$ cat src/fpr_pkg.sv
// Shared constants, types and helper functions of the frame buffer rasterizer.
package fpr_pkg;

  localparam int MAX_W = 256;
  localparam int MAX_H = 256;
  localparam int XW = $clog2(MAX_W);
  localparam int YW = $clog2(MAX_H);
  localparam int MEM_DEPTH = MAX_W * MAX_H;
  localparam int AW = $clog2(MEM_DEPTH);
  localparam int WW = $clog2(MAX_W + 1);
  localparam int HW = $clog2(MAX_H + 1);
  localparam int CFGW = 9;
  localparam int CW = 16;
  localparam int COLW = 24;
  localparam int EW = 37;
  localparam int JQ_DEPTH = 4;
  localparam int JQ_PW = $clog2(JQ_DEPTH);

  localparam logic [2:0] MODE_CLEAR = 3'd0;
  localparam logic [2:0] MODE_PLOT = 3'd1;
  localparam logic [2:0] MODE_RECT = 3'd2;
  localparam logic [2:0] MODE_OUTLINE = 3'd3;
  localparam logic [2:0] MODE_LINE = 3'd4;
  localparam logic [2:0] MODE_TRI = 3'd5;
  localparam logic [2:0] MODE_READ = 3'd6;

  localparam logic REG_WIDTH = 1'b0;
  localparam logic REG_HEIGHT = 1'b1;

  typedef enum logic [2:0] {
    JOB_CLEAR,
    JOB_BOX,
    JOB_LINE,
    JOB_TRI,
    JOB_READ
  } job_kind_e;

  typedef struct packed {
    job_kind_e kind;
    logic [COLW-1:0] color;
    logic in_frame;
    logic [CW-1:0] ax;
    logic [CW-1:0] ay;
    logic [CW-1:0] bx;
    logic [CW-1:0] by;
    logic [CW-1:0] cx;
    logic [CW-1:0] cy;
    logic [XW-1:0] lo_x;
    logic [XW-1:0] hi_x;
    logic [YW-1:0] lo_y;
    logic [YW-1:0] hi_y;
  } job_t;

  typedef struct packed {
    logic [WW-1:0] aw;
    logic [HW-1:0] ah;
  } clip_t;

  function automatic logic [AW-1:0] pix_addr(input logic [XW-1:0] x, input logic [YW-1:0] y);
    return AW'(y) * AW'(MAX_W) + AW'(x);
  endfunction

  function automatic logic signed [16:0] sx17(input logic [CW-1:0] v);
    return $signed({v[CW-1], v});
  endfunction

endpackage

$ cat src/fpr_job_fifo.sv
// Short job queue between the command front end and the pixel engine.
module fpr_job_fifo import fpr_pkg::*; (
  input  logic clk_i,
  input  logic rst_ni,
  input  logic push_i,
  input  job_t data_i,
  output logic full_o,
  input  logic pop_i,
  output job_t data_o,
  output logic empty_o
);

  job_t entries_q [JQ_DEPTH];
  logic [JQ_PW-1:0] wr_ptr_q, rd_ptr_q;
  logic [JQ_PW:0] count_q;

  assign full_o = (count_q == (JQ_PW+1)'(JQ_DEPTH));
  assign empty_o = (count_q == '0);
  assign data_o = entries_q[rd_ptr_q];

  always_ff @(posedge clk_i) begin
    if (push_i) begin
      entries_q[wr_ptr_q] <= data_i;
    end
  end

  always_ff @(posedge clk_i or negedge rst_ni) begin
    if (!rst_ni) begin
      wr_ptr_q <= '0;
      rd_ptr_q <= '0;
      count_q <= '0;
    end else begin
      if (push_i) wr_ptr_q <= wr_ptr_q + 1'b1;
      if (pop_i) rd_ptr_q <= rd_ptr_q + 1'b1;
      if (push_i && !pop_i) count_q <= count_q + 1'b1;
      else if (pop_i && !push_i) count_q <= count_q - 1'b1;
    end
  end

endmodule

$ cat config.mk
export PLATFORM = sky130hd
export DESIGN_NAME = fpr_job_fifo
export DESIGN_NICKNAME = d
export VERILOG_FILES = /design/src/fpr_pkg.sv /design/src/fpr_job_fifo.sv
export SDC_FILE = /design/constraint.sdc
export NUM_CORES = 1
export LEC_CHECK = 0
export BUFFER_PORTS_ARGS = -buffer_cell sky130_fd_sc_hd__buf_2
export CAP_MARGIN = 40
export CORE_MARGIN = 8
export CORE_UTILIZATION = 55
export CTS_BUF_LIST = sky130_fd_sc_hd__clkbuf_4 sky130_fd_sc_hd__clkbuf_8 sky130_fd_sc_hd__clkbuf_16
export DETAILED_ROUTE_END_ITERATION = 8
export MAX_ROUTING_LAYER = met4
export PLACE_DENSITY = 0.77
export SYNTH_ARGS = -nofsm -noshare
export SYNTH_HDL_FRONTEND = slang
export SYNTH_SLANG_ARGS = --single-unit
$ cat constraint.sdc
create_clock -name clk_i -period 8.1 [get_ports clk_i]
set_input_delay 1.62 -clock clk_i [delete_from_list [all_inputs] [get_ports clk_i]]
set_output_delay 1.62 -clock clk_i [all_outputs]
set_load 0.02 [all_outputs]
* Word-level counts from Yosys, hierarchy flattened
Memories as Yosys holds them, arrays and structs flattened.
Cells that the tools add are included.
** Cells by class
- Reduce and logical (&&, ||, !) cells :: 6
- Mux-type cells :: 4
- Add/sub/neg operators :: 4
- Equal/unequal tests :: 1
** Operator list (count)
- 3-bit 2-to-1 mux :: 2
- 2-bit by 1-bit adder with 2-bit output, second input constant :: 2
- 3-bit by 1-bit adder with 3-bit output, second input constant :: 1
- 3-bit equality test, second input constant :: 1
- 3-bit zero test :: 1
- 3-bit by 1-bit subtractor with 3-bit output, second input constant :: 1
- 1-bit logical AND :: 2
- 1-bit zero test :: 2
- 1-bit 2-to-1 mux :: 2
- 2-bit nonzero test :: 1
** Storage, ports and cells
- Output and inout bits :: 158
- Input port bits :: 160
- Memories kept :: 1
- RAM bits :: 624
- Flip-flop bits (word level) :: 7
- Word-level logic and storage cells :: 19
** Memories
- entries_q :: words 4, width 156, rd ports 1, clocked after memory_dff 0, write ports 1, RTL line fpr_job_fifo.sv:13 : job_t entries_q [JQ_DEPTH];

* Depth between registers and ports, before layout
- Depth after elaboration :: 4
- Gate-level depth with buffers :: 7

* Worst setup path before layout
No wires, ideal clock.
- Path kind :: input-to-reg
- Start point :: input push_i
- End point :: memory entries_q[1][0] (netlist bit), enable pin
- Data required time :: 7.566 ns
- Library setup time :: 0.534 ns
- Slack :: 2.389 ns
- Arrival time :: 5.177 ns
- Stages :: 1
- Cell sequence :: and2_1
** On the way
- Word-level cells in the longest chain between the ends :: 2
** RTL lines
- start, declared :: RTL line fpr_job_fifo.sv:5 : input logic push_i,
- 1-bit 2-to-1 mux :: RTL line fpr_job_fifo.sv:22 : if (push_i) begin
- 1-bit 2-to-1 mux (implied by the code) :: RTL line fpr_job_fifo.sv:23 : entries_q[wr_ptr_q] <= data_i;
- end, declared :: RTL line fpr_job_fifo.sv:13
Every way passes these cells.

==> metrics.txt <==
status=finished clean; Worst EP required=6.48 ns; Hold WS=0.4961 ns; Hold Crit Class=reg -> reg; Yosys reg bits=631; cts bufs inserted=61; area grow syn2layout=19.21%; largest net degree at the start of global routing=157; Synth Instances=849; main area contributors after synthesis=edfxtp_1 (82%), mux4_2 (15%), dfrtp_1 (0.76%); area of the multi-input gates=3724 um2; Slew Limit Headroom=19.34%; post-detail-place hpwl=26,730 um; routability cong.=0.7314; post-synthesis compound-gate area fraction=0.02185%; Post-synth ARST share=1.109%; # clock sinks=631; DP Worst Slack=4.130 ns; worst setup path class=reg -> out; Leak=9.328 nW; TritonCTS clock tree=done; CTS H-tree lvls=2; core area=41,020 um2; Hold Fails Final Rpt=0; top_reg_cell synth=edfxtp_1; Achievable Freq=221.1 MHz; Die ar.=48,440 um2; Slew Limit Fails=0; Post-Layout Cell Count=1,805; crit-path max FO=87; antenna violations before repair=17; CP Capture Type=output port; Net Count, Synth=1,015; nets=1,371; routing usage on met2=29.69%; final clock skew=0.01781 ns; Via-to-Cell Ratio=5.685; Power, Total=10.66 mW; grt ovf=0; mapped cell area=22,910 um2; Routed Antenna Nets=0; Mapped Avg Cell Area=26.98 um2; post-route cell area=27,310 um2; final worst slack=3.577 ns; Initial DRC Count=929; final worst path period need=4.523 ns; Total Routing Usage GR=19.15%; count leader, synth=edfxtp_1; # DRC=0; Starting Density=55.85%; fill count=2,530; placed instance count=1,674; Setup TNS=0 ns; Site Rows=74; VDD IR max=0.2206 mV; measured slew at the worst slew-check pin=1.210 ns; layout cells sized above 1=47.05%; post-CTS setup repair buffer count=0; Yosys top cell area share=81.79%; adder-cell share of the synthesized area=0.3605%; Root Driver=clkbuf_16; final core utilization=66.59%; Post-synth EDFFs=624; die height=220.1 um; yosys warns=0; port bufs=317; CTS max path bufs=3; vias=10,262; chip width=220.1 um; Ports=318; cell taking the most area after synthesis=edfxtp_1; Worst-Skew Late Latency=0.60 ns; commonest cells in the synthesized netlist=edfxtp_1 (624), mux4_2 (156), buf_2 (16), buf_6 (15), dfrtp_1 (7); GR Util met3=6.637%; Post-Synth XOR/XNOR Area=0.2294%; first-pass GRT wire length=66,880 um; busiest grt layer=met2; Worst-path clk slew=0.06 ns; Final period util=55.84%; vias in the first global route=10,962; PostCTS Resize Cnt=0; Post-DP Area=25,120 um2; largest family of logic cells by synthesized area=multiplexers; Seq/Total Area, Yosys=82.56%; Power Density=390.2 nW/um2; WL per Instance=25.49 um; startpoint type of the worst setup path=flop; Finish-stage setup viols=0; crit path DAT=2.90 ns; multiplexer share of the synthesized area=15.39%; unrepaired setup endpoints after global routing=false; CTS Hold Bufs=0; met1 usage in global routing=23.62%; Simple-Gate Fraction of Synth Area=0.2130%; drt pass-1 iters=5; register area=18,920 um2; Synth cell types=20; max_cap viols=0; WL final=46,010 um
## cells by family (layout without fill, tap and decap cells)
kind of cell	count (synthesis)	count (layout)
flip-flops	631	631
multiplexers	157	157
buffers and inverters	39	446
AND/OR/NAND/NOR	9	9
adder cells (fa/ha/maj)	6	6
XOR/XNOR	6	6
AO/OA/AOI/OAI	1	1
other	0	17
## area by class of cell
class	count	share of cell area, %
clock inverter	42	1.860
timing repair buffer	328	6.560
antenna	17	0.1558
tap	532	2.437
inverter	4	0.05498
clock buffer	72	6.020
sequential	631	69.28
multi-input combinational	179	13.63
## cells in the final DEF (no fill, tap or decap)
| cell type | n |
|---|---|
| and2_4 | 4 |
| buf_12 | 5 |
| buf_16 | 3 |
| buf_2 | 317 |
| buf_4 | 3 |
| bufinv_16 | 12 |
| clkbuf_16 | 63 |
| clkbuf_4 | 9 |
| clkinv_1 | 14 |
| clkinv_2 | 11 |
| clkinv_4 | 1 |
| clkinvlp_4 | 3 |
| dfrtp_1 | 5 |
| dfrtp_4 | 2 |
| diode_2 | 17 |
| edfxtp_1 | 624 |
| fa_1 | 1 |
| ha_1 | 5 |
| inv_1 | 4 |
| inv_6 | 1 |
| mux2_2 | 1 |
| mux4_2 | 156 |
| nand2_1 | 2 |
| nor2_1 | 1 |
| nor3_1 | 1 |
| nor3b_1 | 1 |
| o21ai_0 | 1 |
| xnor2_1 | 2 |
| xor2_1 | 4 |
## critical path, cell delays in order, from the launching register on
cell,delay (ns)
dfrtp_4,0.77
buf_12,0.55
mux4_2,0.64
buf_2,0.19
## final timing paths
path | from | cells after the start | slack (ns) | to
hold reg to reg | count_q[2]$_DFFE_PN0P_ | 1 | 0.50 | count_q[2]$_DFFE_PN0P_
max in group asynchronous | rst_ni | 1 | 6.97 | rd_ptr_q[0]$_DFFE_PN0P_
min in group asynchronous | rst_ni | 1 | 0.88 | rd_ptr_q[1]$_DFFE_PN0P_
setup / recovery | rd_ptr_q[0]$_DFFE_PN0P_ | 3 | 3.58 | data_o[139]
hold / removal | count_q[2]$_DFFE_PN0P_ | 1 | 0.50 | count_q[2]$_DFFE_PN0P_
setup reg to reg | wr_ptr_q[1]$_DFFE_PN0P_ | 4 | 5.76 | entries_q[1][100]$_DFFE_PP_
## metal layers
| layer | vias up | wire length (um) |
|---|---|---|
| li1 | 4438 | - |
| met1 | 5335 | 17690 |
| met2 | 415 | 22750 |
| met3 | 74 | 4522 |
| met4 | 0 | 1043 |
| met5 | - | 0 |
## flip-flops by register name, indices dropped and copies added (netlist names)
| register | cells |
|---|---|
| entries_q | 624 |
| rd_ptr_q | 2 |
| wr_ptr_q | 2 |
| count_q | 3 |
## power by group
group	switching [mW]	total, mW	internal, mW	leakage (nW)
Clock	1.16	2.98	1.83	1.06
Sequential	0.201	4.48	4.28	5.81
Combinational	1.93	3.20	1.27	2.45
Total	3.28	10.7	7.37	9.33
Power figures use the tool's default switching activity.
