===== src/fpr_pkg.sv =====
// Shared constants, types and helper functions of the frame buffer rasterizer.
package fpr_pkg;

  localparam int MAX_W = 256;
  localparam int MAX_H = 256;
  localparam int XW = $clog2(MAX_W);
  localparam int YW = $clog2(MAX_H);
  localparam int MEM_DEPTH = MAX_W * MAX_H;
  localparam int AW = $clog2(MEM_DEPTH);
  localparam int WW = $clog2(MAX_W + 1);
  localparam int HW = $clog2(MAX_H + 1);
  localparam int CFGW = 9;
  localparam int CW = 16;
  localparam int COLW = 24;
  localparam int EW = 37;
  localparam int JQ_DEPTH = 4;
  localparam int JQ_PW = $clog2(JQ_DEPTH);

  localparam logic [2:0] MODE_CLEAR = 3'd0;
  localparam logic [2:0] MODE_PLOT = 3'd1;
  localparam logic [2:0] MODE_RECT = 3'd2;
  localparam logic [2:0] MODE_OUTLINE = 3'd3;
  localparam logic [2:0] MODE_LINE = 3'd4;
  localparam logic [2:0] MODE_TRI = 3'd5;
  localparam logic [2:0] MODE_READ = 3'd6;

  localparam logic REG_WIDTH = 1'b0;
  localparam logic REG_HEIGHT = 1'b1;

  typedef enum logic [2:0] {
    JOB_CLEAR,
    JOB_BOX,
    JOB_LINE,
    JOB_TRI,
    JOB_READ
  } job_kind_e;

  typedef struct packed {
    job_kind_e kind;
    logic [COLW-1:0] color;
    logic in_frame;
    logic [CW-1:0] ax;
    logic [CW-1:0] ay;
    logic [CW-1:0] bx;
    logic [CW-1:0] by;
    logic [CW-1:0] cx;
    logic [CW-1:0] cy;
    logic [XW-1:0] lo_x;
    logic [XW-1:0] hi_x;
    logic [YW-1:0] lo_y;
    logic [YW-1:0] hi_y;
  } job_t;

  typedef struct packed {
    logic [WW-1:0] aw;
    logic [HW-1:0] ah;
  } clip_t;

  function automatic logic [AW-1:0] pix_addr(input logic [XW-1:0] x, input logic [YW-1:0] y);
    return AW'(y) * AW'(MAX_W) + AW'(x);
  endfunction

  function automatic logic signed [16:0] sx17(input logic [CW-1:0] v);
    return $signed({v[CW-1], v});
  endfunction

endpackage


===== src/fpr_front.sv =====
// Command front end: clipping registers, command decode and job generation.
module fpr_front import fpr_pkg::*; (
  input  logic             clk_i,
  input  logic             rst_ni,
  input  logic             push,
  output logic             full,
  input  logic [2:0]       mode_i,
  input  logic [CW-1:0]    first_x_i,
  input  logic [CW-1:0]    first_y_i,
  input  logic [CW-1:0]    second_x_i,
  input  logic [CW-1:0]    second_y_i,
  input  logic [CW-1:0]    third_x_i,
  input  logic [CW-1:0]    third_y_i,
  input  logic [COLW-1:0]  draw_color_i,
  input  logic [7:0]       border_width_i,
  input  logic             cfg_we_i,
  input  logic             cfg_idx_i,
  input  logic [CFGW-1:0]  cfg_data_i,
  input  logic             init_busy_i,
  input  logic             jq_full_i,
  output logic             jq_push_o,
  output job_t             jq_data_o,
  output clip_t            clip_o
);

  logic [CFGW-1:0] wcfg_q, hcfg_q;
  logic cmd_valid_q;
  logic [1:0] band_q;
  logic [2:0] mode_q;
  logic [CW-1:0] ax_q, ay_q, bx_q, by_q, cx_q, cy_q;
  logic [COLW-1:0] col_q;
  logic [7:0] bw_q;

  logic signed [19:0] ox, oy, bw, bh, ex, ey, ex_c, ey_c, lx, ly, aw20, ah20, t20;
  logic box_ne, tri_ne, want, last, in_frame;
  logic signed [16:0] tmin_x, tmax_x, tmin_y, tmax_y, tlo_x, thi_x, tlo_y, thi_y;
  logic signed [16:0] aw17, ah17;

  function automatic logic signed [19:0] sx20(input logic [CW-1:0] v);
    return $signed({{4{v[CW-1]}}, v});
  endfunction

  function automatic logic signed [16:0] min3(input logic signed [16:0] a,
      input logic signed [16:0] b, input logic signed [16:0] c);
    logic signed [16:0] m;
    m = (a < b) ? a : b;
    return (m < c) ? m : c;
  endfunction

  function automatic logic signed [16:0] max3(input logic signed [16:0] a,
      input logic signed [16:0] b, input logic signed [16:0] c);
    logic signed [16:0] m;
    m = (a > b) ? a : b;
    return (m > c) ? m : c;
  endfunction

  always_comb begin
    if (wcfg_q == '0) clip_o.aw = WW'(1);
    else if (wcfg_q > CFGW'(MAX_W)) clip_o.aw = WW'(MAX_W);
    else clip_o.aw = WW'(wcfg_q);
    if (hcfg_q == '0) clip_o.ah = HW'(1);
    else if (hcfg_q > CFGW'(MAX_H)) clip_o.ah = HW'(MAX_H);
    else clip_o.ah = HW'(hcfg_q);
  end

  assign aw20 = $signed(20'(clip_o.aw));
  assign ah20 = $signed(20'(clip_o.ah));
  assign aw17 = $signed(17'(clip_o.aw));
  assign ah17 = $signed(17'(clip_o.ah));
  assign t20 = $signed({12'b0, bw_q});

  always_comb begin
    ox = sx20(ax_q);
    oy = sx20(ay_q);
    bw = sx20(bx_q);
    bh = sx20(by_q);
    case (mode_q)
      MODE_PLOT: begin
        bw = 20'sd1;
        bh = 20'sd1;
      end
      MODE_OUTLINE: begin
        case (band_q)
          2'd0: bh = t20;
          2'd1: begin
            oy = sx20(ay_q) + sx20(by_q) - t20;
            bh = t20;
          end
          2'd2: bw = t20;
          default: begin
            ox = sx20(ax_q) + sx20(bx_q) - t20;
            bw = t20;
          end
        endcase
      end
      default: ;
    endcase
  end

  assign ex = ox + bw;
  assign ey = oy + bh;
  assign ex_c = (ex > aw20) ? aw20 : ex;
  assign ey_c = (ey > ah20) ? ah20 : ey;
  assign lx = ox[19] ? 20'sd0 : ox;
  assign ly = oy[19] ? 20'sd0 : oy;
  assign box_ne = (lx < ex_c) && (ly < ey_c);

  assign tmin_x = min3(sx17(ax_q), sx17(bx_q), sx17(cx_q));
  assign tmax_x = max3(sx17(ax_q), sx17(bx_q), sx17(cx_q));
  assign tmin_y = min3(sx17(ay_q), sx17(by_q), sx17(cy_q));
  assign tmax_y = max3(sx17(ay_q), sx17(by_q), sx17(cy_q));
  assign tlo_x = tmin_x[16] ? 17'sd0 : tmin_x;
  assign tlo_y = tmin_y[16] ? 17'sd0 : tmin_y;
  assign thi_x = (tmax_x > aw17 - 17'sd1) ? aw17 - 17'sd1 : tmax_x;
  assign thi_y = (tmax_y > ah17 - 17'sd1) ? ah17 - 17'sd1 : tmax_y;
  assign tri_ne = (tlo_x <= thi_x) && (tlo_y <= thi_y);

  assign in_frame = !ax_q[CW-1] && !ay_q[CW-1] && (ax_q < CW'(clip_o.aw))
                    && (ay_q < CW'(clip_o.ah));

  always_comb begin
    jq_data_o.kind = JOB_BOX;
    jq_data_o.color = col_q;
    jq_data_o.in_frame = in_frame;
    jq_data_o.ax = ax_q;
    jq_data_o.ay = ay_q;
    jq_data_o.bx = bx_q;
    jq_data_o.by = by_q;
    jq_data_o.cx = cx_q;
    jq_data_o.cy = cy_q;
    jq_data_o.lo_x = lx[XW-1:0];
    jq_data_o.lo_y = ly[YW-1:0];
    jq_data_o.hi_x = XW'(ex_c - 20'sd1);
    jq_data_o.hi_y = YW'(ey_c - 20'sd1);
    want = 1'b0;
    case (mode_q)
      MODE_CLEAR: begin
        jq_data_o.kind = JOB_CLEAR;
        want = 1'b1;
      end
      MODE_PLOT, MODE_RECT, MODE_OUTLINE: want = box_ne;
      MODE_LINE: begin
        jq_data_o.kind = JOB_LINE;
        want = 1'b1;
      end
      MODE_TRI: begin
        jq_data_o.kind = JOB_TRI;
        jq_data_o.lo_x = tlo_x[XW-1:0];
        jq_data_o.lo_y = tlo_y[YW-1:0];
        jq_data_o.hi_x = thi_x[XW-1:0];
        jq_data_o.hi_y = thi_y[YW-1:0];
        want = tri_ne;
      end
      MODE_READ: begin
        jq_data_o.kind = JOB_READ;
        jq_data_o.lo_x = ax_q[XW-1:0];
        jq_data_o.lo_y = ay_q[YW-1:0];
        want = 1'b1;
      end
      default: want = 1'b0;
    endcase
  end

  assign last = (mode_q != MODE_OUTLINE) || (band_q == 2'd3);
  assign jq_push_o = cmd_valid_q && !jq_full_i && want;
  assign full = cmd_valid_q || init_busy_i;

  always_ff @(posedge clk_i) begin
    if (push && !full) begin
      mode_q <= mode_i;
      ax_q <= first_x_i;
      ay_q <= first_y_i;
      bx_q <= second_x_i;
      by_q <= second_y_i;
      cx_q <= third_x_i;
      cy_q <= third_y_i;
      col_q <= draw_color_i;
      bw_q <= border_width_i;
    end
  end

  always_ff @(posedge clk_i or negedge rst_ni) begin
    if (!rst_ni) begin
      wcfg_q <= CFGW'(MAX_W);
      hcfg_q <= CFGW'(MAX_H);
      cmd_valid_q <= 1'b0;
      band_q <= '0;
    end else begin
      if (cfg_we_i) begin
        if (cfg_idx_i == REG_WIDTH) wcfg_q <= cfg_data_i;
        else hcfg_q <= cfg_data_i;
      end
      if (push && !full) begin
        cmd_valid_q <= 1'b1;
        band_q <= '0;
      end else if (cmd_valid_q && !jq_full_i) begin
        if (last) cmd_valid_q <= 1'b0;
        else band_q <= band_q + 1'b1;
      end
    end
  end

endmodule


===== config.mk =====
export PLATFORM = sky130hd
export DESIGN_NAME = fpr_front
export DESIGN_NICKNAME = d
export VERILOG_FILES = /design/src/fpr_pkg.sv /design/src/fpr_front.sv
export SDC_FILE = /design/constraint.sdc
export NUM_CORES = 1
export LEC_CHECK = 0
export BUFFER_PORTS_ARGS = -buffer_cell sky130_fd_sc_hd__clkbuf_2
export CAP_MARGIN = 10
export CORE_UTILIZATION = 42
export DETAILED_ROUTE_END_ITERATION = 7
export SYNTH_ARGS = -nofsm -noshare
export SYNTH_HDL_FRONTEND = slang
export SYNTH_SLANG_ARGS = --single-unit

===== constraint.sdc =====
create_clock -name clk_i -period 12.7 [get_ports clk_i]
set_input_delay 2.54 -clock clk_i [delete_from_list [all_inputs] [get_ports clk_i]]
set_output_delay 2.54 -clock clk_i [all_outputs]
set_load 0.005 [all_outputs]

Word level (Yosys, flattened, before mapping)
Index checks and enable logic that the tools add are counted.
{ "op_classes": {"n_reduce_logical": 28, "muxes": 40, "order_cmp": 20, "addsub": 11, "eq_ne": 11, "n_bitwise": 1} }
{ "ops": {"columns": ["operator", "count"], "rows": [
  ["$mux 17", 10],
  ["$mux 20", 8],
  ["$pmux 20 s2", 2],
  ["$add 20x20->20", 2],
  ["$gt 20x10->1", 2],
  ["$lt 20x20->1", 2],
  ["$mux 19", 2],
  ["$mux 9", 4],
  ["$sub 17x9->18", 2],
  ["$add 16x16->17", 2],
  ["$gt 17x16->1", 2],
  ["$gt 17x17->1", 2],
  ["$le 17x17->1", 2],
  ["$lt 17x16->1", 2],
  ["$gt 16x16->1", 2],
  ["$lt 16x16->1", 2],
  ["$lt 16x9->1", 2],
  ["$mux 16", 2],
  ["$pmux 8 s2", 2],
  ["$sub 9x1->10 const B", 2],
  ["$gt 9x9->1 const B", 2],
  ["$logic_not 9->1", 2],
  ["$mux 8", 2],
  ["$sub 8x2->8 const B", 2],
  ["22 further kinds", 47]
]} }
{ "totals": {"regBits": 152} }

Logic depth before layout (Yosys ltp)
Gate-level depths: netlist (run 1).
{ "logic_depth": {"word_depth": 11, "depth_mapped": 49} }

Least setup slack after synthesis (run 1)
No wires, ideal clock.
{ "synth_timing": {"path_kind": "register -> output", "startpoint": "register by_q[2]", "endpoint": "output jq_push_o", "t_required_ns": 10.160, "arrival_time_ns": 8.740, "path_stages_with_launch": 49, "setup_slack_ns": 1.420, "path_cell_list": "edfxtp_1 -> inv_1 -> ha_1 -> a21o_1 -> a2bb2oi_1 -> a21oi_1 -> o31a_1 -> o31ai_4 -> nand2b_1 -> clkbuf_1 -> clkbuf_1 -> clkbuf_1 -> nand2_1 -> o21ai_0 -> ha_1 -> a31o_2 -> a21oi_1 -> o2111ai_1 -> (+13 left out) -> a22o_1 -> o2111ai_2 -> or3_2 -> o221ai_4 -> mux2_2 -> ha_1 -> nor2b_1 -> o21a_1 -> o21a_1 -> o21a_1 -> o21a_1 -> o21a_1 -> o21ai_0 -> o2111ai_1 -> o21ai_0 -> o2111ai_1 -> a21oi_1 -> a31o_2"} }
{ "synth_via": {"elab_chain_len": 11} }
{ "synth_rtl": {"columns": ["element", "line", "text"], "rows": [
  ["start, declared", "fpr_front.sv:30", "logic [CW-1:0] ax_q, ay_q, bx_q, by_q, cx_q, cy_q;"],
  ["start signal, assigned", "fpr_front.sv:174", "by_q <= second_y_i;"],
  ["$add 16x16->17", "fpr_front.sv:86", "oy = sx20(ay_q) + sx20(by_q) - t20;"],
  ["$sub 17x9->18", "fpr_front.sv:86", null],
  ["$mux 20", "fpr_front.sv:83", "case (band_q)"],
  ["$mux 20", "fpr_front.sv:77", "case (mode_q)"],
  ["$add 20x20->20", "fpr_front.sv:101", "assign ey = oy + bh;"],
  ["$gt 20x10->1", "fpr_front.sv:103", "assign ey_c = (ey > ah20) ? ah20 : ey;"],
  ["$mux 20", "fpr_front.sv:103", null],
  ["$lt 20x20->1", "fpr_front.sv:106", "assign box_ne = (lx < ex_c) && (ly < ey_c);"],
  ["$logic_and 1x1->1", "fpr_front.sv:106", null],
  ["$pmux 1 s3 (*)", "fpr_front.sv:136", "case (mode_q)"],
  ["$logic_and 1x1->1 (*)", "fpr_front.sv:165", "assign jq_push_o = cmd_valid_q && !jq_full_i && want;"],
  ["end, declared", "fpr_front.sv:21", "output logic jq_push_o,"]
]} }
Every way passes the cells marked *; elsewhere a longest branch is shown, timed or not.

Worst setup path in the final report (run 1)
{ "layout_timing": {"startpoint": "register ay_q[3]", "endpoint": "output jq_push_o"} }
{ "layout_via": {"elab_chain_len": 11} }
{ "layout_rtl": {"columns": ["element", "line", "text"], "rows": [
  ["start, declared", "fpr_front.sv:30", null],
  ["start signal, assigned", "fpr_front.sv:172", "ay_q <= first_y_i;"],
  ["$add 16x16->17", "fpr_front.sv:86", null],
  ["$sub 17x9->18", "fpr_front.sv:86", null],
  ["$mux 20", "fpr_front.sv:83", null],
  ["$mux 20", "fpr_front.sv:77", null],
  ["$add 20x20->20", "fpr_front.sv:101", null],
  ["$gt 20x10->1", "fpr_front.sv:103", null],
  ["$mux 20", "fpr_front.sv:103", null],
  ["$lt 20x20->1", "fpr_front.sv:106", null],
  ["$logic_and 1x1->1", "fpr_front.sv:106", null],
  ["$pmux 1 s3 (*)", "fpr_front.sv:136", null],
  ["$logic_and 1x1->1 (*)", "fpr_front.sv:165", null]
]} }
Marks and branches as above.

==> flow_summary.yaml, run 1 <==
status:
  status: "finished, final reports clean"
sta:
  report.final.setup_viol: 0
  worst_slack_ns: 0.458
  timing.max_slew.rel_slack_pct: 24.7
  clock-skew-final_ns: 0.0226
  finalHoldViolCount: 0
  final_max_slew_viol_count: 0
  fin_crit_ns: 12.24
  worst_slew_pin_slew_ns: 1.13
  fmaxAchievable_mhz: 81.7
  finalSetupTns_ns: 0
  fin_crit_sh_pct: 96.4
clock_tree:
  ctsHoldBuffers: 0
  cts-root-buf: "sky130_fd_sc_hd__clkbuf_16"
  clock_tree_from_tritoncts: "yes"
  clock_latency_ns: 0.52
  cts_htree_levels: 4
  clock_path_buffers: 2
  cts_inserted_buffers: 17
  clock_sink_count: 152
  clkSlewWorstSetupHoldPaths_ns: 0.08
logic_synthesis:
  netlist_instances: 2231
  dominantRegCellSynth: "sky130_fd_sc_hd__edfxtp_1"
  netlist_area_um2: 18600
  post-synth-top-area-cell: "sky130_fd_sc_hd__ha_1"
  synth-seq-area-share_pct: 23.9
  yosysWarnings: 0
  syn_avg_cell_area_um2: 8.35
  number_of_enable_type_register_cells_in_the_synthesized_netlist: 131
  asyncSetResetFlopFracSynth_pct: 13.8
  synthTopCellsByArea: "sky130_fd_sc_hd__ha_1 (21%), sky130_fd_sc_hd__edfxtp_1 (21%), sky130_fd_sc_hd__o21ai_0 (4.9%)"
  post-synth-top-area-fraction_pct: 21.2
  postSynthRegisterBits: 152
  synth.distinct_cells: 97
worst_hold_path:
  hold_path_startpoint: "hcfg_q[3]"
  type_of_the_tightest_min_delay_check: "reg -> reg"
routing:
  avgRoutedWirePerCell_um: 22.2
  1st_iter_drt_viols: 1728
  met3_wirelength_mm: 6.24
  post-route-drc-count: 0
  dr_wl_met2_mm: 31.0
  antenna_violating_nets_post_route: 0
  vias_per_cell: 5.74
  drt-met1-wl_mm: 31.6
  wirelength_mm: 70.4
  route.vias.total: 18200
  dr.max_layer_used: "met5"
  drt-pass1-iter-count: 6
worst_setup_path:
  crit_path_max_incr_delay_ns: 0.56
  end_kind: "output port"
  kind_of_start_point_of_the_critical_path: "flip-flop"
  crit_start: "ay_q[3]"
  worst_path_max_delay_cell: "sky130_fd_sc_hd__or3_2"
  cp_data_arrival_time_ns: 9.70
  timing_worst_setup_path_type: "reg -> out"
  crit-reg2reg-launch: "cmd_valid_q"
  timing.critical_path.fanout_max: 28
  crit_required_ns: 10.16
  crit_top_cell: "sky130_fd_sc_hd__o21a_1"
finish:
  fillerInstances: 4235
  drive_above_1_share_pct: 19.6
  fin_area_um2: 21900
  antenna_cells: 0
  synthesis_to_finish_area_growth_pct: 17.3
  layout.nets: 3054
grt:
  grt_remaining_overflow: 0
  grtUsageTotal_pct: 31.1
  grt_first_pass_wirelength_mm: 104
  grt_max_degree: 70
  grt_pass1_vias: 17300
  grt_antenna_before_repair: 1
floorplanning:
  die_width_um: 213
  floorplan.initialDensity_pct: 42.9
  floorplan.core_area_um2: 43500
  ios: 323
  placementRows: 76
  die_height_um: 213
  dieArea_um2: 45200
placement:
  placement.cell_area_um2: 21000
  place_congestion: 0.980
  dpl.hpwl_mm: 58.0
  placement.io_buffers: 322
  pre_cts_slack_ns: 0.633
pwr:
  power_mw: 2.45
  power.ir.vdd_worst_mv: 0.0987
  static_leakage_power_nw: 10.4
  power.density_nw_per_um2: 112
flow_run:
  maxCapViolCount: 0
## registers in the layout (all words and copies together) (netlist names), 8 cells and up
signal,flops
bw_q,8
cx_q,16
col_q,24
by_q,16
ay_q,16
wcfg_q,9
bx_q,16
hcfg_q,9
ax_q,16
cy_q,16
## per-stage QoR
step / hold WS (ns) / instances / utilization, %
detailed placement: 0.528 / 3125 / 48.4
global placement: 0.515 / 3125 / 48.4
floorplan: 0.480 / 2244 / -
CTS: 0.544 / 3157 / 49.8
finish: 0.545 / 3171 / 50.3
global route: 0.560 / 3171 / 50.3
## report_power, final
group | switching, mW | internal, mW
logic | 0.778 | 0.520
clock network | 0.275 | 0.260
registers | 0.0402 | 0.579
total | 1.09 | 1.36
## cell families after synthesis
| logic type | synth area share (%) |
|---|---|
| mux | 4.55 |
| flops | 23.9 |
| simple gates | 18.2 |
| buf+inv | 6.24 |
| other cells | 0.0201 |
| xor+xnor | 3.34 |
| compound gates | 20.6 |
| fa+ha+maj | 23.1 |
## layer usage
metal	up-vias	global-route usage, %
met4	2	8.58
met2	719	47.6
met5	-	0
li1	8742	-
met3	92	7.44
met1	8660	43.5
## synthesized netlist by cell type, drive strengths merged, types with 4 or more instances
master     n
ha       316
or4        4
a2111oi   13
nor2b     47
o21ai    192
clkbuf    43
inv      231
buf       20
a21oi    161
nand2    231
nor4      19
and4       5
a31o      17
nand4     38
nand3     49
o31ai     20
mux2      30
or3       14
nor2     151
and3       9
a21o      52
nand2b    43
nor3      37
dfrtp     19
o311ai     4
xnor2     54
o21bai    14
o21a      25
xor2      17
and2      21
a21boi     5
edfxtp   131
a221o     15
nor3b     15
o221ai     5
or2        7
mux2i     49
fa        18
o2111ai    5
o211ai    12
a211oi    12
a31oi      8
a211o      7
## worst paths after layout
kind	endpoint	slack (ns)	cells after the start
setup / recovery	jq_push_o	0.46	48
hold / removal	hcfg_q[3]	0.54	1
setup reg to reg	cx_q[7]	10.29	3
hold reg to reg	hcfg_q[3]	0.54	1
max in group asynchronous	cmd_valid_q	10.21	1
min in group asynchronous	hcfg_q[6]	2.05	1
## worst max-delay path, delay by kind of cell (launching register included)
family | cells | cell delay, ns
compound gates | 26 | 4.55
simple gates | 12 | 1.94
fa+ha+maj | 4 | 1.17
buf+inv | 5 | 0.77
mux | 1 | 0.39
flops | 1 | 0.37
## cells in the final DEF (no fill, tap or decap), types with 7 or more instances in the layout
master and n:
sky130_fd_sc_hd__a2111oi_0 13, sky130_fd_sc_hd__a211o_1 7, sky130_fd_sc_hd__a211oi_1 11, sky130_fd_sc_hd__a21o_1 52
sky130_fd_sc_hd__a21oi_1 160, sky130_fd_sc_hd__a221o_1 15, sky130_fd_sc_hd__a31o_2 17, sky130_fd_sc_hd__and2_1 21
sky130_fd_sc_hd__and3_1 8, sky130_fd_sc_hd__buf_4 48, sky130_fd_sc_hd__clkbuf_16 17, sky130_fd_sc_hd__clkbuf_2 322
sky130_fd_sc_hd__conb_1 14, sky130_fd_sc_hd__dfrtp_1 19, sky130_fd_sc_hd__edfxtp_1 131, sky130_fd_sc_hd__fa_1 18
sky130_fd_sc_hd__ha_1 316, sky130_fd_sc_hd__inv_1 225, sky130_fd_sc_hd__mux2_2 28, sky130_fd_sc_hd__mux2i_1 46
sky130_fd_sc_hd__nand2_1 230, sky130_fd_sc_hd__nand2b_1 43, sky130_fd_sc_hd__nand3_1 48, sky130_fd_sc_hd__nand4_1 38
sky130_fd_sc_hd__nor2_1 150, sky130_fd_sc_hd__nor2b_1 47, sky130_fd_sc_hd__nor3_1 35, sky130_fd_sc_hd__nor3b_1 15
sky130_fd_sc_hd__nor4_1 16, sky130_fd_sc_hd__o211ai_1 11, sky130_fd_sc_hd__o21a_1 25, sky130_fd_sc_hd__o21ai_0 175
sky130_fd_sc_hd__o21ai_1 14, sky130_fd_sc_hd__o21bai_1 14, sky130_fd_sc_hd__o31ai_1 19, sky130_fd_sc_hd__or2_2 7
sky130_fd_sc_hd__or3_1 13, sky130_fd_sc_hd__xnor2_1 54, sky130_fd_sc_hd__xor2_1 17
## layout make-up
class | instances | area (µm²) | share of cell area, %
Clock buffer | 17 | 425 | 1.95
Clock inverter | 15 | 159 | 0.727
Inverter | 234 | 878 | 4.02
Multi-Input combinational cell | 1795 | 13200 | 60.3
Sequential cell | 152 | 4460 | 20.4
Tap cell | 585 | 732 | 3.35
Timing Repair Buffer | 373 | 2020 | 9.23
## timing repair
action,CTS,global route
gates resized for setup,0,36
endpoints found under the setup margin,0,1
buffers inserted,0,14
(Power assumes the default switching activity.)
==> inputs of run 2 (changes only) <==
Settings changed: CTS_BUF_LIST set to sky130_fd_sc_hd__clkbuf_4 sky130_fd_sc_hd__clkbuf_8.
==> flow_summary.yaml, run 2 (same netlist as run 1, synthesis figures left out) <==
pwr:
  power_switching_mw: 1.08
  power.density_nw_per_um2: 107
  power_frac_seq_pct: 26.6
  combinationalPowerShare_pct: 56.0
  p_int_mw: 1.25
  clock_power_share_pct: 17.4
  power_mw: 2.32
  power.ir.vdd_worst_mv: 0.0961
  power_switching_share_pct: 46.4
  static_leakage_power_nw: 10.3
sta:
  clock-skew-final_ns: 0.0236
  worst_slew_pin_slew_ns: 1.10
  report.final.setup_viol: 0
  finalSetupTns_ns: 0
  whs_ns: 0.547
  timing.max_slew.rel_slack_pct: 25.8
  finalHoldViolCount: 0
  final_max_slew_viol_count: 0
  fmaxAchievable_mhz: 81.8
  fin_crit_ns: 12.23
  fin_crit_sh_pct: 96.3
  worst_slack_ns: 0.472
grt:
  grt_remaining_overflow: 0
  grtUsageTotal_pct: 31.1
  grt_first_pass_wirelength_mm: 103
  grt_antenna_before_repair: 0
  grt_pass1_vias: 17300
  grt_max_degree: 70
worst_setup_path:
  r2r_end: "cx_q[2]"
  crit_required_ns: 10.16
  worst_r2r_path_depth: 3
  crit-reg2reg-launch: "cmd_valid_q"
  crit_path_max_incr_delay_ns: 0.59
  timing.critical_path.fanout_max: 30
  worst_path_max_delay_cell: "sky130_fd_sc_hd__o21ai_0"
  ff2ff_setup_slack_ns: 10.29
  end_kind: "output port"
  crit_top_cell: "sky130_fd_sc_hd__a21oi_1"
  cp_data_arrival_time_ns: 9.69
  timing_worst_setup_path_type: "reg -> out"
  kind_of_start_point_of_the_critical_path: "flip-flop"
clock_tree:
  clock_path_buffers: 2
  cts-root-buf: "sky130_fd_sc_hd__clkbuf_8"
  cts_htree_levels: 4
  ctsHoldBuffers: 0
  clock_sink_count: 152
  clock_tree_from_tritoncts: "yes"
  clkSlewWorstSetupHoldPaths_ns: 0.10
  cts_inserted_buffers: 17
  clock_latency_ns: 0.60
finish:
  layout.nets: 3062
  fillerInstances: 4247
  largest_register_ffs: 24
  area_occupied_by_registers_um2: 4460
  layout.cells.most_common_list: "sky130_fd_sc_hd__clkbuf_2 (322), sky130_fd_sc_hd__ha_1 (316), sky130_fd_sc_hd__nand2_1 (230)"
  antenna_cells: 0
  layout.cells.most_common: "sky130_fd_sc_hd__clkbuf_2"
  finalCoreUtilization_pct: 50.1
  multi_input_area_um2: 13200
  synthesis_to_finish_area_growth_pct: 16.7
  regMostFlops: "col_q"
  drive_above_1_share_pct: 19.9
worst_hold_path:
  hold_path_startpoint: "hcfg_q[3]"
  whs_path_depth: 1
  type_of_the_tightest_min_delay_check: "reg -> reg"
  min_delay_worst_endpoint: "hcfg_q[3]"
routing:
  wirelength_mm: 70.4
  antenna_violating_nets_post_route: 0
  vias_per_cell: 5.74
  post-route-drc-count: 0
  drt-pass1-iter-count: 6
  1st_iter_drt_viols: 1677
  avgRoutedWirePerCell_um: 22.2
  route.vias.total: 18300
floorplanning:
  floorplan.core_area_um2: 43500
  dieArea_um2: 45200
  floorplan.initialDensity_pct: 42.9
  placementRows: 76
  ios: 323
  die_height_um: 213
  die_width_um: 213
placement:
  placement.io_buffers: 322
  dpl.hpwl_mm: 58.0
  pre_cts_slack_ns: 0.633
  place_congestion: 0.980
status:
  status: "finished, final reports clean"
flow_run:
  maxCapViolCount: 0
[run 2: cell types whose count changed in the layout (fill, tap and decap cells not counted), sizes merged]
cell | before | now
buf | 51 | 59
[run 2: repair_timing]
item	in CTS	in global routing
pin swaps	1	5
gates resized for setup	1	40
setup endpoints to repair	1	1
buffers inserted	1	21
[run 2: cell type report]
class | count | area share [%]
Clock buffer | 17 | 1.08
Clock inverter | 15 | 0.730
Multi-Input combinational cell | 1795 | 60.7
Tap cell | 585 | 3.36
Sequential cell | 152 | 20.5
Inverter | 234 | 4.04
Timing Repair Buffer | 381 | 9.58
[run 2: worst max-delay path: cells and delay by family (launching register included)]
kind,cells,cell delay [ns]
buffers and inverters,4,0.74
AOI/OAI and AO/OA,24,5.16
DFF,1,0.55
adders and majority gates,4,1.31
and+or+nand+nor,10,1.04
muxes,1,0.26
[run 2: stage by stage]
step,area [µm²],std cells
floorplan,18700,2244
global placement,21000,3125
detailed placement,21000,3125
CTS,21500,3158
global route,21800,3179
finish,21800,3179
[run 2: how the worst max path moves through the flow]
stage,start,end,cells after the start
after floorplan,by_q[2],jq_push_o,48
after global placement,ax_q[14],jq_push_o,43
after detailed placement,by_q[15],jq_push_o,46
after CTS,ax_q[14],jq_push_o,43
after global routing,ax_q[11],jq_push_o,45
final,ax_q[11],jq_push_o,43
[run 2: power groups by stage]
stage	Sequential, mW	Clock (mW)	Combinational (mW)
after floorplan	0.618	0	0.850
after global placement	0.629	0	1.22
after detailed placement	0.630	0	1.24
after CTS	0.618	0.420	1.25
after global routing	0.621	0.424	1.44
final	0.618	0.404	1.30
[run 2: routing by layer]
metal | share of wire, % | routed length (µm) | global-route usage, %
met5 | 0 | 0 | 0
met3 | 7.8 | 5530 | 6.24
met2 | 44 | 30900 | 47.4
met1 | 46 | 32300 | 43.9
met4 | 2.3 | 1620 | 9.48
